===== src/rtl/core/tpa_fifo.sv =====
// Small register queue with registered occupancy count.
module tpa_fifo #(
    parameter int W     = 8,
    parameter int DEPTH = 4,
    localparam int AW   = $clog2(DEPTH),
    localparam int CW   = $clog2(DEPTH + 1)
) (
    input  logic         i_clk,
    input  logic         i_rst_n,
    input  logic         i_push,
    input  logic [W-1:0] i_data,
    output logic         o_room,
    input  logic         i_pop,
    output logic         o_valid,
    output logic [W-1:0] o_data
);

    logic [W-1:0]  r_mem [DEPTH];
    logic [AW-1:0] r_wr;
    logic [AW-1:0] r_rd;
    logic [CW-1:0] r_count;
    logic          push_ok;
    logic          pop_ok;

    assign o_room  = r_count != CW'(DEPTH);
    assign o_valid = r_count != '0;
    assign o_data  = r_mem[r_rd];
    assign push_ok = i_push && o_room;
    assign pop_ok  = i_pop && o_valid;

    always_ff @(posedge i_clk) begin
        if (!i_rst_n) begin
            r_wr    <= '0;
            r_rd    <= '0;
            r_count <= '0;
        end else begin
            if (push_ok) begin
                r_wr <= r_wr + 1'b1;
            end
            if (pop_ok) begin
                r_rd <= r_rd + 1'b1;
            end
            if (push_ok && !pop_ok) begin
                r_count <= r_count + 1'b1;
            end else if (pop_ok && !push_ok) begin
                r_count <= r_count - 1'b1;
            end
        end
    end

    always_ff @(posedge i_clk) begin
        if (push_ok) begin
            r_mem[r_wr] <= i_data;
        end
    end

`ifndef SYNTHESIS
    a_count_bound: assert property (@(posedge i_clk) disable iff (!i_rst_n)
        r_count <= CW'(DEPTH))
        else $error("queue count beyond depth");
    a_no_overflow: assert property (@(posedge i_clk) disable iff (!i_rst_n)
        !(i_push && !o_room))
        else $error("push into full queue");
    a_count_up: assert property (@(posedge i_clk) disable iff (!i_rst_n)
        (push_ok && !pop_ok) |=> r_count == $past(r_count) + 1'b1)
        else $error("queue count did not advance");
`endif

endmodule


===== config.mk =====
export PLATFORM = sky130hd
export DESIGN_NAME = tpa_fifo
export DESIGN_NICKNAME = d
export VERILOG_FILES = /design/src/rtl/core/tpa_fifo.sv
export SDC_FILE = /design/constraint.sdc
export NUM_CORES = 1
export LEC_CHECK = 0
export BUFFER_PORTS_ARGS = -buffer_cell sky130_fd_sc_hd__buf_2
export CAP_MARGIN = 40
export CORE_MARGIN = 1.5
export CORE_UTILIZATION = 50
export CTS_CLUSTER_SIZE = 30
export DETAILED_ROUTE_END_ITERATION = 12
export PLACE_DENSITY_LB_ADDON = 0.15
export REMOVE_ABC_BUFFERS = 1
export SYNTH_ARGS = -nofsm -noshare
export SYNTH_HDL_FRONTEND = slang
export SYNTH_SLANG_ARGS = --single-unit

===== constraint.sdc =====
create_clock -name i_clk -period 2.2 [get_ports i_clk]
set_input_delay 0.11 -clock i_clk [delete_from_list [all_inputs] [get_ports i_clk]]
set_output_delay 0.11 -clock i_clk [all_outputs]
set_load 0.005 [all_outputs]

==> impl_metrics.py, run 1 <==
metrics = {
    "outcome": {
        "status": "complete, no violations",
    },
    "synthesis": {
        "yosys_warnings": 0,
        "netlist-cell-type-count": 22,
        "ys_seq_area_frac": 0.6888,
        "postSynthAreaPerCell_um2": 18.41,
        "async_reset_ff_frac": 0,
        "synth_top_cell_by_area": "edfxtp_1",
        "synth.area.top_cells": "edfxtp_1 58%, dfxtp_1 11%, mux4_2 11%",
        "netlist_top_cells_count": "32 x edfxtp_1, 9 x dfxtp_1, 8 x and2_1, 8 x mux4_2",
        "synthFlopType": "edfxtp_1",
        "syn-cell-area_um2": 1657,
        "synth-edff-count": 32,
        "synth_cells": 90,
        "synth_top_area_frac": 0.5801,
        "ys_ff_latch": 41,
        "synth.most_common_cell": "edfxtp_1",
    },
    "worst_setup_path": {
        "required_ns": 2.47,
        "path_buf_inv": 1,
        "crit_type": "flip-flop to flip-flop",
        "r2r_start": "r_count[1]$_SDFFE_PN0P_",
        "startpoint": "r_count[1]$_SDFFE_PN0P_",
        "crit_family": "adder cells",
        "cp_slowest_cell": "dfxtp_2",
        "path_cells": "o31ai_4, ha_1, inv_1, fa_1, xor2_1, or3_1, a21boi_0",
        "critPathMaxStageDelay_ns": 0.38,
        "arrival_ns": 2.26,
        "worstSetupStartpointType": "flip-flop",
        "critPathMaxFanout": 6,
        "setup.worst_path.end_class": "flip-flop",
    },
    "power_and_ir_drop": {
        "fin_total_pwr_mw": 2.043,
        "p_leak_nw": 0.7099,
        "vdd_drop_max_mv": 0.5404,
        "power_density_nw_per_um2": 1038,
    },
    "timing": {
        "max_freq_mhz": 502.3,
        "setup_tns_ns": 0,
        "rsz0062_at_grt": "false",
        "fin_skew_ns": 0.006123,
        "worstMarginPinSlew_ns": 0.5440,
        "maxSlewViolCount": 0,
        "period_share": 0.9050,
        "setup_viol": 0,
        "hold_viol_final": 0,
        "maxSlewHeadroom": 0.6368,
        "post-route-min-period_ns": 1.991,
    },
    "layout": {
        "drive_above_1_share": 0.3629,
        "fin_nets": 142,
        "n_fill_cell": 253,
        "n_antenna_cell": 0,
        "syn_to_final_growth_pct": 18.81,
    },
    "drt": {
        "wl_per_cell_um": 14.08,
        "ant_nets": 0,
        "first_iter_violations": 42,
        "firstDrtPassIters": 4,
        "viasPerCell": 5.024,
        "drcViolationCount": 0,
        "vias": 844,
        "drt_wl_total_um": 2366,
    },
    "cts": {
        "clock-root-buffer": "clkbuf_4",
        "postCtsSetupBuffers": 0,
        "numCtsBuffers": 5,
        "path_clk_slew_ns": 0.10,
        "tritoncts": "yes",
        "insertion_delay_ns": 0.34,
        "clock-sinks": 41,
        "cts_max_level": 2,
        "clock_path_buffers": 2,
    },
    "grt": {
        "grt_pass1_wl_um": 3981,
        "first_global_vias": 855,
        "grt_overflow": 0,
        "antenna_found_initial": 0,
        "grt_max_degree": 13,
        "grt_usage": 0.1594,
    },
    "place": {
        "dpl.hpwl_um": 1612,
        "io_buffer_count": 21,
        "routabilityCongestion": 0.6254,
    },
    "floorplanning": {
        "dieArea_um2": 3668,
        "initial_core_util": 0.5339,
        "io-pin-count": 22,
        "row_count": 20,
        "core_um2": 3103,
        "die-width_um": 60.56,
        "die_y_um": 60.56,
    },
    "hold_path": {
        "min_from": "i_rst_n",
        "min_path_type": "primary input to flip-flop",
    },
    "run": {
        "drv_cap": 0,
    },
}
-- flip-flops by register name (all words and copies together), names as in the netlist, named ones only --
signal and cells:
r_rd 2, r_mem 32, r_wr 2, r_count 3
-- layer usage --
metal  wire [um]  GRT usage  share of wire
met2        1168     0.2519           0.49
met4          54    0.08385          0.023
met1        1056     0.1925           0.45
met5           0          0              0
met3          86    0.05757          0.036
-- placed cells by master, fill, tap and decap left out, types with 3 or more instances in the layout --
master and n:
dfxtp_2 3, clkbuf_4 5, mux2i_1 3, edfxtp_1 32, inv_1 3, and2_1 8, dfxtp_1 6, nand2_1 5
dlygate4sd3_1 8, xnor2_1 3, buf_2 21, ha_1 5, mux4_2 8
-- worst paths after layout --
| path | to | slack (ns) | cells past startpoint |
|---|---|---|---|
| setup / recovery | r_count[2]$_SDFFE_PN0P_ | 0.21 | 7 |
| hold / removal | r_count[2]$_SDFFE_PN0P_ | 0.09 | 2 |
| setup reg to reg | r_count[2]$_SDFFE_PN0P_ | 0.21 | 7 |
| hold reg to reg | r_wr[1]$_SDFFE_PN0P_ | 0.50 | 2 |
-- logic make-up after synthesis --
family | count (synthesis) | synth area share
DFF | 41 | 0.6888
and+or+nand+nor | 17 | 0.05741
muxes | 11 | 0.1269
buffers and inverters | 6 | 0.01435
adders and majority gates | 6 | 0.04985
AOI/OAI and AO/OA | 5 | 0.04154
xor gates and xnor gates | 4 | 0.02115
-- power breakdown --
| part | switching [mW] | internal [mW] |
|---|---|---|
| Clock | 0.224 | 0.231 |
| Sequential | 0.126 | 0.956 |
| Combinational | 0.198 | 0.308 |
| Total | 0.548 | 1.50 |
-- layout make-up --
type,count,area (um2),share of cell area
Sequential cell,41,1145,0.5817
Multi-Input combinational cell,43,491.7,0.2498
Timing Repair Buffer,30,192.7,0.09790
Tap cell,44,55.05,0.02797
Clock buffer,5,37.54,0.01907
Clock inverter,2,35.03,0.01780
Inverter,3,11.26,0.005722
-- through the flow --
step	setup WS [ns]	util	cell area, um2	hold WS [ns]	cells
6_report	0.2090	0.6343	1968	0.08768	168
5_1_grt	0.0002465	0.6343	1968	0.08617	168
4_1_cts	0.05962	0.6331	1964	0.08195	168
3_5_place_dp	0.09610	0.5839	1812	0.3292	153
3_3_place_gp	0.1759	0.5839	1812	0.3235	153
2_1_floorplan	0.1447	-	1644	0.2089	87
-- timing repair --
action	CTS	global route
endpoints found under the setup margin	0	1
hold endpoints to repair	32	0
gates resized for setup	0	3
hold buffers	8	0
Power figures use the tool's default switching activity.
==> inputs of run 2 (changes only) <==
--- a/config.mk
+++ b/config.mk
@@ -8,7 +8,8 @@
 export BUFFER_PORTS_ARGS = -buffer_cell sky130_fd_sc_hd__buf_2
 export CAP_MARGIN = 40
 export CORE_MARGIN = 1.5
-export CORE_UTILIZATION = 50
+export CORE_UTILIZATION = 53
+export CTS_BUF_LIST = sky130_fd_sc_hd__clkbuf_4 sky130_fd_sc_hd__clkbuf_8
 export CTS_CLUSTER_SIZE = 30
 export DETAILED_ROUTE_END_ITERATION = 12
 export PLACE_DENSITY_LB_ADDON = 0.15
==> impl_metrics.py, run 2 (synthesized netlist as in run 1, its figures left out) <==
metrics = {
    "hold_path": {
        "min_to": "r_count[1]$_SDFFE_PN0P_",
        "hold_depth": 2,
        "min_path_type": "primary input to flip-flop",
        "min_from": "i_rst_n",
    },
    "power_and_ir_drop": {
        "power_density_nw_per_um2": 1010,
        "p_sw_frac": 0.2782,
        "vdd_drop_max_mv": 0.5474,
        "p_sw_uw": 544.5,
        "p_leak_nw": 0.7027,
        "p_int_mw": 1.413,
        "combPwrFrac": 0.261,
        "power.share.sequential": 0.553,
        "power_frac_clock": 0.186,
    },
    "timing": {
        "worstMarginPinSlew_ns": 0.5427,
        "setup_tns_ns": 0,
        "period_share": 0.9262,
        "max_freq_mhz": 490.8,
        "maxSlewHeadroom": 0.6377,
        "rsz0062_at_grt": "false",
        "post-route-min-period_ns": 2.038,
        "maxSlewViolCount": 0,
        "setup_viol": 0,
        "fin_skew_ns": 0.01243,
        "hold_viol_final": 0,
    },
    "grt": {
        "grt_usage": 0.1632,
        "grt_max_degree": 13,
        "grt_overflow": 0,
        "first_global_vias": 860,
        "grt_pass1_wl_um": 3988,
        "antenna_found_initial": 0,
    },
    "cts": {
        "clock_path_buffers": 2,
        "numCtsBuffers": 5,
        "clock-root-buffer": "clkbuf_4",
        "postCtsSetupBuffers": 0,
        "insertion_delay_ns": 0.34,
        "cts_max_level": 2,
        "clock-sinks": 41,
        "path_clk_slew_ns": 0.10,
        "tritoncts": "yes",
    },
    "floorplanning": {
        "initial_core_util": 0.5517,
        "core_um2": 3003,
        "die-width_um": 58.91,
        "die_y_um": 58.91,
        "io-pin-count": 22,
        "row_count": 20,
        "dieArea_um2": 3470,
    },
    "worst_setup_path": {
        "worstSetupStartpointType": "flip-flop",
        "critPathMaxFanout": 6,
        "path_cells": "o31ai_4, ha_1, inv_1, fa_1, xor2_1, or3_1, a21boi_0",
        "r2r_start": "r_count[1]$_SDFFE_PN0P_",
        "arrival_ns": 2.29,
        "critPathMaxStageDelay_ns": 0.38,
        "crit_type": "flip-flop to flip-flop",
        "path_buf_inv": 1,
        "rrSetupSlack_ns": 0.16,
        "crit_family": "adder cells",
        "required_ns": 2.45,
        "cp_slowest_cell": "dfxtp_2",
        "rr_worst_depth": 7,
        "reg2reg_to": "r_count[2]$_SDFFE_PN0P_",
        "setup.worst_path.end_class": "flip-flop",
    },
    "drt": {
        "wl_per_cell_um": 15.31,
        "drt_wl_total_um": 2419,
        "drcViolationCount": 0,
        "vias": 848,
        "ant_nets": 0,
        "first_iter_violations": 20,
        "firstDrtPassIters": 4,
        "viasPerCell": 5.367,
    },
    "layout": {
        "final_cell_mix": "32 x edfxtp_1, 21 x buf_2, 8 x mux4_2, 8 x and2_1, 8 x dlygate4sd3_1",
        "regMostFlops": "r_mem",
        "reg_top3": "r_mem: 32 flops, r_count: 3 flops",
        "fin_area_um2": 1938,
        "syn_to_final_growth_pct": 16.99,
        "drive_above_1_share": 0.3600,
        "fin_nets": 142,
        "final_common_cell": "edfxtp_1",
        "largest_reg_flops": 32,
        "n_antenna_cell": 0,
    },
    "place": {
        "place_area_um2": 1798,
        "io_buffer_count": 21,
        "routabilityCongestion": 0.6976,
        "dpl.hpwl_um": 1667,
    },
    "run": {
        "drv_cap": 0,
    },
    "outcome": {
        "status": "complete, no violations",
    },
}
## run 2: cell types whose count changed in the layout (fill, tap and decap cells not counted)
cell	previous run	this run
bufinv_16	1	0
clkbuf_4	5	7
clkinv_1	0	1
clkinv_2	1	0
## run 2: worst max path at each step
stage / cells past startpoint / slack [ns] / startpoint / to
2_1_floorplan: 8 / 0.14 / r_count[0]$_SDFFE_PN0P_ / r_count[2]$_SDFFE_PN0P_
3_3_place_gp: 8 / 0.18 / r_count[0]$_SDFFE_PN0P_ / r_count[2]$_SDFFE_PN0P_
3_5_place_dp: 8 / 0.08 / r_count[0]$_SDFFE_PN0P_ / r_count[2]$_SDFFE_PN0P_
4_1_cts: 8 / 0.05 / r_count[0]$_SDFFE_PN0P_ / r_count[2]$_SDFFE_PN0P_
5_1_grt: 7 / 0.01 / r_count[1]$_SDFFE_PN0P_ / r_count[2]$_SDFFE_PN0P_
6_report: 7 / 0.16 / r_count[1]$_SDFFE_PN0P_ / r_count[2]$_SDFFE_PN0P_
## run 2: power groups by stage
stage / Sequential (mW) / Clock, mW / Combinational (mW)
after global routing: 1.10 / 0.402 / 0.575
final: 1.08 / 0.364 / 0.511
after CTS: 1.08 / 0.376 / 0.520
after global placement: 1.09 / 0 / 0.497
after floorplan: 1.07 / 0 / 0.356
after detailed placement: 1.10 / 0 / 0.507
## run 2: layer usage
metal	vias up	share of wire	GRT usage	routed length, um
met1	413	0.42	0.1913	1007
li1	409	-	-	-
met2	19	0.53	0.2810	1282
met5	-	0	0	0
met4	0	0.024	0.07792	57
met3	7	0.030	0.03956	72
## run 2: final cells by class
cell class	count	area (um2)
Tap cell	33	41.29
Fill cell	238	1065
Timing Repair Buffer	30	192.7
Clock inverter	1	3.754
Multi-Input combinational cell	43	491.7
Sequential cell	41	1145
Clock buffer	7	52.55
Inverter	3	11.26
## run 2: repair_timing
item	CTS	global route
endpoints found under the hold margin	32	0
hold buffers	8	0
gates resized for setup	0	3
endpoints found under the setup margin	0	1
## run 2: through the flow
step | hold WS [ns] | util | power (mW) | instances | setup WS [ns]
after CTS | 0.09925 | 0.6442 | 1.980 | 158 | 0.04695
after global routing | 0.1098 | 0.6454 | 2.080 | 158 | 0.01461
after detailed placement | 0.3380 | 0.5988 | 1.607 | 142 | 0.08265
after global placement | 0.3225 | 0.5988 | 1.591 | 142 | 0.1751
final | 0.1014 | 0.6454 | 1.957 | 158 | 0.1624
after floorplan | 0.2089 | - | 1.424 | 87 | 0.1447
==> inputs of run 3 (changes only) <==
--- a/config.mk
+++ b/config.mk
@@ -14,6 +14,7 @@
 export DETAILED_ROUTE_END_ITERATION = 12
 export PLACE_DENSITY_LB_ADDON = 0.15
 export REMOVE_ABC_BUFFERS = 1
+export SETUP_SLACK_MARGIN = 0.4
 export SYNTH_ARGS = -nofsm -noshare
 export SYNTH_HDL_FRONTEND = slang
 export SYNTH_SLANG_ARGS = --single-unit
==> impl_metrics.py, run 3 (synthesized netlist as in run 1, its figures left out) <==
metrics = {
    "worst_setup_path": {
        "arrival_ns": 2.17,
        "setup.worst_path.end_class": "flip-flop",
        "critPathMaxFanout": 2,
        "rr_worst_depth": 7,
        "crit_type": "flip-flop to flip-flop",
        "required_ns": 2.46,
        "worstSetupStartpointType": "flip-flop",
    },
    "timing": {
        "setup_tns_ns": 0,
        "maxSlewViolCount": 0,
        "setup_viol": 0,
        "rsz0062_at_grt": "true",
        "post-route-min-period_ns": 1.905,
        "period_share": 0.8661,
        "maxSlewHeadroom": 0.7194,
        "hold_viol_final": 0,
        "max_freq_mhz": 524.8,
        "fin_skew_ns": 0.01392,
        "worstMarginPinSlew_ns": 0.4209,
    },
    "floorplanning": {
        "initial_core_util": 0.5517,
        "core_um2": 3003,
        "die-width_um": 58.91,
        "dieArea_um2": 3470,
        "die_y_um": 58.91,
        "io-pin-count": 22,
        "row_count": 20,
    },
    "drt": {
        "wl_per_cell_um": 15.53,
        "drt_wl_total_um": 2531,
        "ant_nets": 0,
        "top_layer": "met4",
        "met2WireLength_um": 1376,
        "viasPerCell": 5.319,
        "drcViolationCount": 0,
        "wl_met1_um": 1025,
        "vias": 867,
        "firstDrtPassIters": 4,
        "first_iter_violations": 31,
        "wl_met3_um": 78,
    },
    "cts": {
        "clock_path_buffers": 2,
        "tritoncts": "yes",
        "clock-root-buffer": "clkbuf_4",
        "insertion_delay_ns": 0.34,
        "path_clk_slew_ns": 0.10,
        "cts_max_level": 2,
        "clock-sinks": 41,
        "numCtsBuffers": 5,
    },
    "layout": {
        "n_fill_cell": 235,
        "syn_to_final_growth_pct": 20.09,
        "final_cell_mix": "32 x edfxtp_1, 21 x buf_2, 8 x mux4_2, 8 x and2_1, 8 x dlygate4sd3_1",
        "fin_nets": 147,
        "n_antenna_cell": 0,
        "largest_reg_flops": 32,
        "reg_top3": "r_mem: 32 flops, r_count: 3 flops",
        "drive_above_1_share": 0.4077,
        "final_common_cell": "edfxtp_1",
        "regMostFlops": "r_mem",
    },
    "hold_path": {
        "min_path_type": "primary input to flip-flop",
        "hold_depth": 2,
    },
    "grt": {
        "grt_overflow": 0,
        "grt_usage": 0.1689,
        "grt_max_degree": 13,
        "antenna_found_initial": 0,
        "first_global_vias": 887,
        "grt_pass1_wl_um": 4105,
    },
    "place": {
        "dpl.hpwl_um": 1667,
        "io_buffer_count": 21,
        "routabilityCongestion": 0.6976,
    },
    "power_and_ir_drop": {
        "power_density_nw_per_um2": 1014,
        "fin_total_pwr_mw": 2.018,
        "vdd_drop_max_mv": 0.5236,
        "p_leak_nw": 0.7272,
    },
    "outcome": {
        "status": "complete, no violations",
    },
    "run": {
        "drv_cap": 0,
    },
}
[run 3: final cells by class]
cell class	count	area, um2	area share
clock inverter	1	3.754	0.001887
clock buffer	7	52.55	0.02642
inverter	3	11.26	0.005660
timing repair buffer	35	230.2	0.1157
sequential	41	1154	0.5799
tap	33	41.29	0.02075
multi-input combinational	43	496.7	0.2497
[run 3: final timing paths]
path	startpoint	endpoint	slack, ns
max reg2reg	r_count[2]$_SDFFE_PN0P_	r_count[2]$_SDFFE_PN0P_	0.29
min	i_rst_n	r_count[1]$_SDFFE_PN0P_	0.10
max	r_count[2]$_SDFFE_PN0P_	r_count[2]$_SDFFE_PN0P_	0.29
min reg2reg	r_wr[0]$_SDFFE_PN0P_	r_wr[0]$_SDFFE_PN0P_	0.52
[run 3: repair_timing]
item	4_1_cts	5_1_grt
gates resized for setup	10	0
pin swaps	3	0
endpoints found under the hold margin	32	0
hold buffers	8	0
setup endpoints to repair	10	1
gates cloned	0	0
buffers inserted	5	0
[run 3: worst max-delay path, stage by stage (launching register included)]
cell and delay (ns):
dfxtp_4 0.37, o31ai_4 0.28, ha_2 0.23, inv_1 0.05, fa_2 0.33, xor2_1 0.15, or3_1 0.30, a21boi_1 0.12
[run 3: power by group]
part / internal (mW) / switching (mW) / leakage (nW) / total [mW]
registers: 0.965 / 0.116 / 0.370 / 1.08
logic: 0.349 / 0.228 / 0.324 / 0.577
clock network: 0.148 / 0.213 / 0.0338 / 0.361
total: 1.46 / 0.557 / 0.727 / 2.02
[run 3: routing by layer]
layer  global-route usage  vias to the layer above
li1                     -                      419
met1               0.1913                      420
met2               0.3000                       22
met3              0.03956                        6
met4              0.07792                        0
met5                    0                        -
[run 3: stage by stage]
stage,instance area (um2),utilization,setup WS (ns),cells,hold WS (ns)
after CTS,1989,0.6625,0.3069,163,0.09234
after floorplan,1644,-,0.1447,87,0.2089
after global placement,1798,0.5988,0.1751,142,0.3225
after detailed placement,1798,0.5988,0.08265,142,0.3380
final,1989,0.6625,0.2946,163,0.1044
after global routing,1989,0.6625,0.1887,163,0.1094
